--- config.mk ---
export PLATFORM = sky130hd
export DESIGN_NAME = ffsa_table
export DESIGN_NICKNAME = d
export VERILOG_FILES = /design/src/hdl/ffsa_pkg.sv /design/src/hdl/ffsa_table.sv
export SDC_FILE = /design/constraint.sdc
export NUM_CORES = 2
export LEC_CHECK = 0
export BUFFER_PORTS_ARGS = -buffer_cell sky130_fd_sc_hd__buf_2
export CORE_MARGIN = 4
export CORE_UTILIZATION = 50
export CTS_CLUSTER_SIZE = 20
export DETAILED_ROUTE_END_ITERATION = 6
export HOLD_SLACK_MARGIN = 0.08
export PLACE_DENSITY_LB_ADDON = 0.3
export SLEW_MARGIN = 10
export SYNTH_ARGS = -nofsm -noshare
export SYNTH_HDL_FRONTEND = slang
export SYNTH_SLANG_ARGS = --single-unit
--- constraint.sdc ---
create_clock -name clk_i -period 14.2 [get_ports clk_i]
set_input_delay 2.84 -clock clk_i [delete_from_list [all_inputs] [get_ports clk_i]]
set_output_delay 2.84 -clock clk_i [all_outputs]
set_load 0.03 [all_outputs]
--- src/hdl/ffsa_pkg.sv ---
// Shared types, constants and codes for the first-fit segment allocator.
`timescale 1ns / 1ps
`default_nettype none
package ffsa_pkg;

  localparam int unsigned MAX_SEGMENTS = 64;
  localparam int unsigned IDX_W        = $clog2(MAX_SEGMENTS);
  localparam int unsigned CNT_W        = $clog2(MAX_SEGMENTS + 1);
  localparam int unsigned GRAN_W       = 28;

  typedef enum logic [0:0] {
    OP_ALLOC = 1'b0,
    OP_FREE  = 1'b1
  } op_e;

  typedef enum logic [1:0] {
    ST_OK     = 2'd0,
    ST_NO_FIT = 2'd1,
    ST_FULL   = 2'd2
  } status_e;

  typedef enum logic [0:0] {
    REG_HEAP_BASE     = 1'b0,
    REG_HEAP_GRANULES = 1'b1
  } reg_e;

  typedef enum logic [3:0] {
    S_IDLE,
    S_INIT,
    S_ARD,
    S_ACHK,
    S_DRD,
    S_DWR,
    S_FPREP,
    S_FRD,
    S_FCHK,
    S_FDEC,
    S_IRD,
    S_IWR,
    S_OUT
  } state_e;

  // One free segment: header granule and payload granules.
  typedef struct packed {
    logic [GRAN_W-1:0] start;
    logic [GRAN_W-1:0] size;
  } entry_t;

  // Access request from the sequencer to the segment table.
  typedef struct packed {
    logic             we;
    logic [IDX_W-1:0] waddr;
    entry_t           wdata;
    logic [IDX_W-1:0] raddr;
  } tbl_req_t;

endpackage
`default_nettype wire

--- src/hdl/ffsa_table.sv ---
// Segment table memory: one write port and one registered read port.
`timescale 1ns / 1ps
`default_nettype none
module ffsa_table
  import ffsa_pkg::*;
(
  input  wire      clk_i,
  input  tbl_req_t req_i,
  output entry_t   rdata_o
);

  entry_t mem [MAX_SEGMENTS];
  entry_t rdata_q;

  // Write and read happen at the same edge; the read data is registered.
  always_ff @(posedge clk_i) begin
    if (req_i.we) begin
      mem[req_i.waddr] <= req_i.wdata;
    end
    rdata_q <= mem[req_i.raddr];
  end

  assign rdata_o = rdata_q;

endmodule
`default_nettype wire

==> summary.txt <==
Drt
  – DR pass1 iterations: 5
  – Number of routed nets with antenna violations: 0
  – Drt drc: 0
  – Vias/cell: 6.741
  – Routed vias: 68.43k
  – Final WL: 379.6 mm
  – DR iter-0 viols: 10.16k
  – Drt wl/cell: 37.40 um

Final layout
  – Layout area overhead: 12.56%
  – Commonest non-fill, non-tap cell in the layout: edfxtp_1
  – Fill cells: 19.28k
  – Net count reported at finish: 6336
  – Share of layout cells above drive strength 1: 26.69%
  – Commonest non-fill, non-tap cells in the layout: edfxtp_1 (3584), mux4_2 (803), clkbuf_16 (369), o22ai_1 (252), mux2i_1 (217)
  – Fin cells: 10.15k

GRT
  – Largest net degree at the start of global routing: 128
  – Vias in the first global route: 67.04k
  – Remaining Overflow, GRT: 0
  – GRT Total Usage: 26.56%
  – First-pass GRT wire length: 529.3 mm
  – Initial antenna violation count: 26

Clock network
  – CTS tree: yes
  – Clk pin slew, worst setup/hold paths: 60 ps
  – Hold buffers post-CTS: 0
  – Gates resized, CTS repair: 0
  – Post-CTS setup buffers: 0
  – Clock sinks: 3640
  – Skew-Pair Late Insertion Delay: 950 ps
  – Clk root buf: clkbuf_16
  – Max H-tree Level: 5
  – Maximum buffer depth of the clock tree: 4
  – CTS Buf Count: 364

Synthesis
  – Mapped Cells: 5949
  – Post-synth EDFFs: 3584
  – Post-synthesis sequential area ratio: 79.38%
  – #FFs+latches synth: 3640
  – Post-Syn Area: 0.1370 mm^2
  – Net Count, Synth: 6019
  – Synthesized area per cell: 23.03 um^2
  – Ys async rst share: 0%
  – Ys flop type: edfxtp_1
  – Number of distinct library cells after synthesis: 47
  – Synthesis warning total: 0

Worst setup path
  – Worst setup path class: primary input to flip-flop
  – Req. time, crit path: 15070 ps
  – Worst Path Arrival: 6910 ps
  – Critical R2R Launch: mem[55][19]
  – Worst reg-to-reg setup slack: 12020 ps
  – Critical Path Source: req_i[2]
  – CP endpoint kind: flip-flop
  – CP Launch Type: primary input
  – Crit-path max FO: 78

Floorplan
  – Die Width: 531.4 um
  – # IOs: 126
  – Overall die area: 0.2824 mm^2
  – Std-Cell Rows: 191
  – Core Region: 0.2717 mm^2
  – Starting Density: 50.41%
  – Die height: 531.4 um

Timing
  – Worst Tran Pin Value: 1361 ps
  – RSZ-0062 raised after global routing: no
  – Slew headroom: 9.246%
  – Sum Neg Setup Slack: 0 ps
  – Final Setup Violations: 0
  – Fin crit period: 6032 ps
  – Final slew viol count: 0
  – Final setup margin: 8168 ps
  – Clock skew: 54.63 ps
  – Final worst path period share: 42.48%
  – Final hold slack: 782.3 ps
  – Max Freq: 165.8 MHz
  – Final Hold Vio Count: 0

Job
  – MaxCap Viol Count: 0

Power and ir drop
  – Worst IR Drop VDD: 128.3 uV
  – PwrDens: 146.9 mW/mm^2
  – Leak: 47.99 nW

Place
  – Port bufs: 125
  – Post-Place Setup Slack: 7205 ps
  – GPL Wtd Cong: 0.7820
  – HPWL after DPL: 196.1 mm
  – Dpl cells: 9470

Hold path
  – Hold Path Origin: mem[46][37]
  – Min-Delay Path Class: flip-flop to flip-flop

Run status
  – Outcome: complete, no violations
[flip-flops by register name, summed over array words and instances (netlist names)]
name	cells
mem	3584
rdata_o	56
[critical path: stages]
cell and delay (ps):
buf_8 470, buf_4 850, nand3b_1 550, buf_4 780
o22ai_1 190, nor4_1 790, o21a_1 190
[power by group]
part	switching, W	leakage (nW)	internal, W
sequential	0.0000521	32.7	0.0119
combinational	0.000684	9.43	0.000350
clock	0.00408	5.85	0.00559
[cell type report]
| type | count | area [um^2] | share of cell area, % |
|---|---|---|---|
| diodes | 24 | 60.06 | 0.03895 |
| clock buffers | 467 | 9802 | 6.357 |
| clock inverters | 190 | 2258 | 1.465 |
| inverters | 1 | 8.758 | 0.005680 |
| multi-input cells | 1966 | 26860 | 17.42 |
| flip-flops and latches | 3640 | 108700 | 70.52 |
| well taps | 3570 | 4467 | 2.897 |
| repair buffers | 293 | 1996 | 1.294 |
[logic make-up (layout without fill, tap and decap cells)]
| kind of cell | count (synthesis) | count (layout) | synth area share (%) |
|---|---|---|---|
| AOI/OAI and AO/OA | 591 | 591 | 2.994 |
| buffers and inverters | 343 | 951 | 1.411 |
| and+or+nand+nor | 324 | 324 | 1.167 |
| DFF | 3640 | 3640 | 79.38 |
| other | 0 | 24 | 0 |
| muxes | 1051 | 1051 | 15.04 |
[routing by layer]
| layer | vias to the layer above | global-route usage (%) | part of all wire [%] |
|---|---|---|---|
| li1 | 26250 | - | - |
| met1 | 36720 | 37.41 | 37 |
| met5 | - | 0 | 0.0090 |
| met4 | 6 | 9.912 | 4.2 |
| met2 | 4642 | 41.38 | 47 |
| met3 | 811 | 5.642 | 12 |
[metrics by stage]
| stage | util [%] | instance area, um^2 | power (W) |
|---|---|---|---|
| after floorplan | - | 137000 | 0.01275 |
| after global placement | 52.29 | 142100 | 0.01319 |
| after detailed placement | 52.29 | 142100 | 0.01321 |
| after CTS | 56.73 | 154100 | 0.02275 |
| after global routing | 56.74 | 154200 | 0.02326 |
| final | 56.75 | 154200 | 0.02265 |
[cells in the mapped netlist, types with 15 or more instances]
cell,n,area [um^2]
clkbuf_1,122,457.9
nand3_1,29,145.1
buf_4,68,510.5
mux4_2,803,18080
o221ai_1,57,499.2
nand2_1,75,281.5
a21oi_1,15,75.07
nand4_1,22,137.6
o22ai_1,252,1577
nor4_1,35,219.0
mux2i_1,217,2172
a311oi_1,21,183.9
o21ai_1,19,95.09
and2_1,17,106.4
o21ai_0,40,200.2
mux2_2,31,349.1
dfxtp_1,56,1121
buf_6,30,337.8
edfxtp_1,3584,107600
nor2_1,89,334.1
buf_2,104,520.5
a211oi_1,37,277.8
o21a_1,33,247.7
a22oi_1,73,548.0
[worst paths after layout]
| kind | to | cells past startpoint |
|---|---|---|
| max | rdata_o[42] | 7 |
| min | rdata_o[37] | 4 |
| max reg2reg | rdata_o[19] | 5 |
| min reg2reg | rdata_o[37] | 4 |
Power figures use the tool's default switching activity.
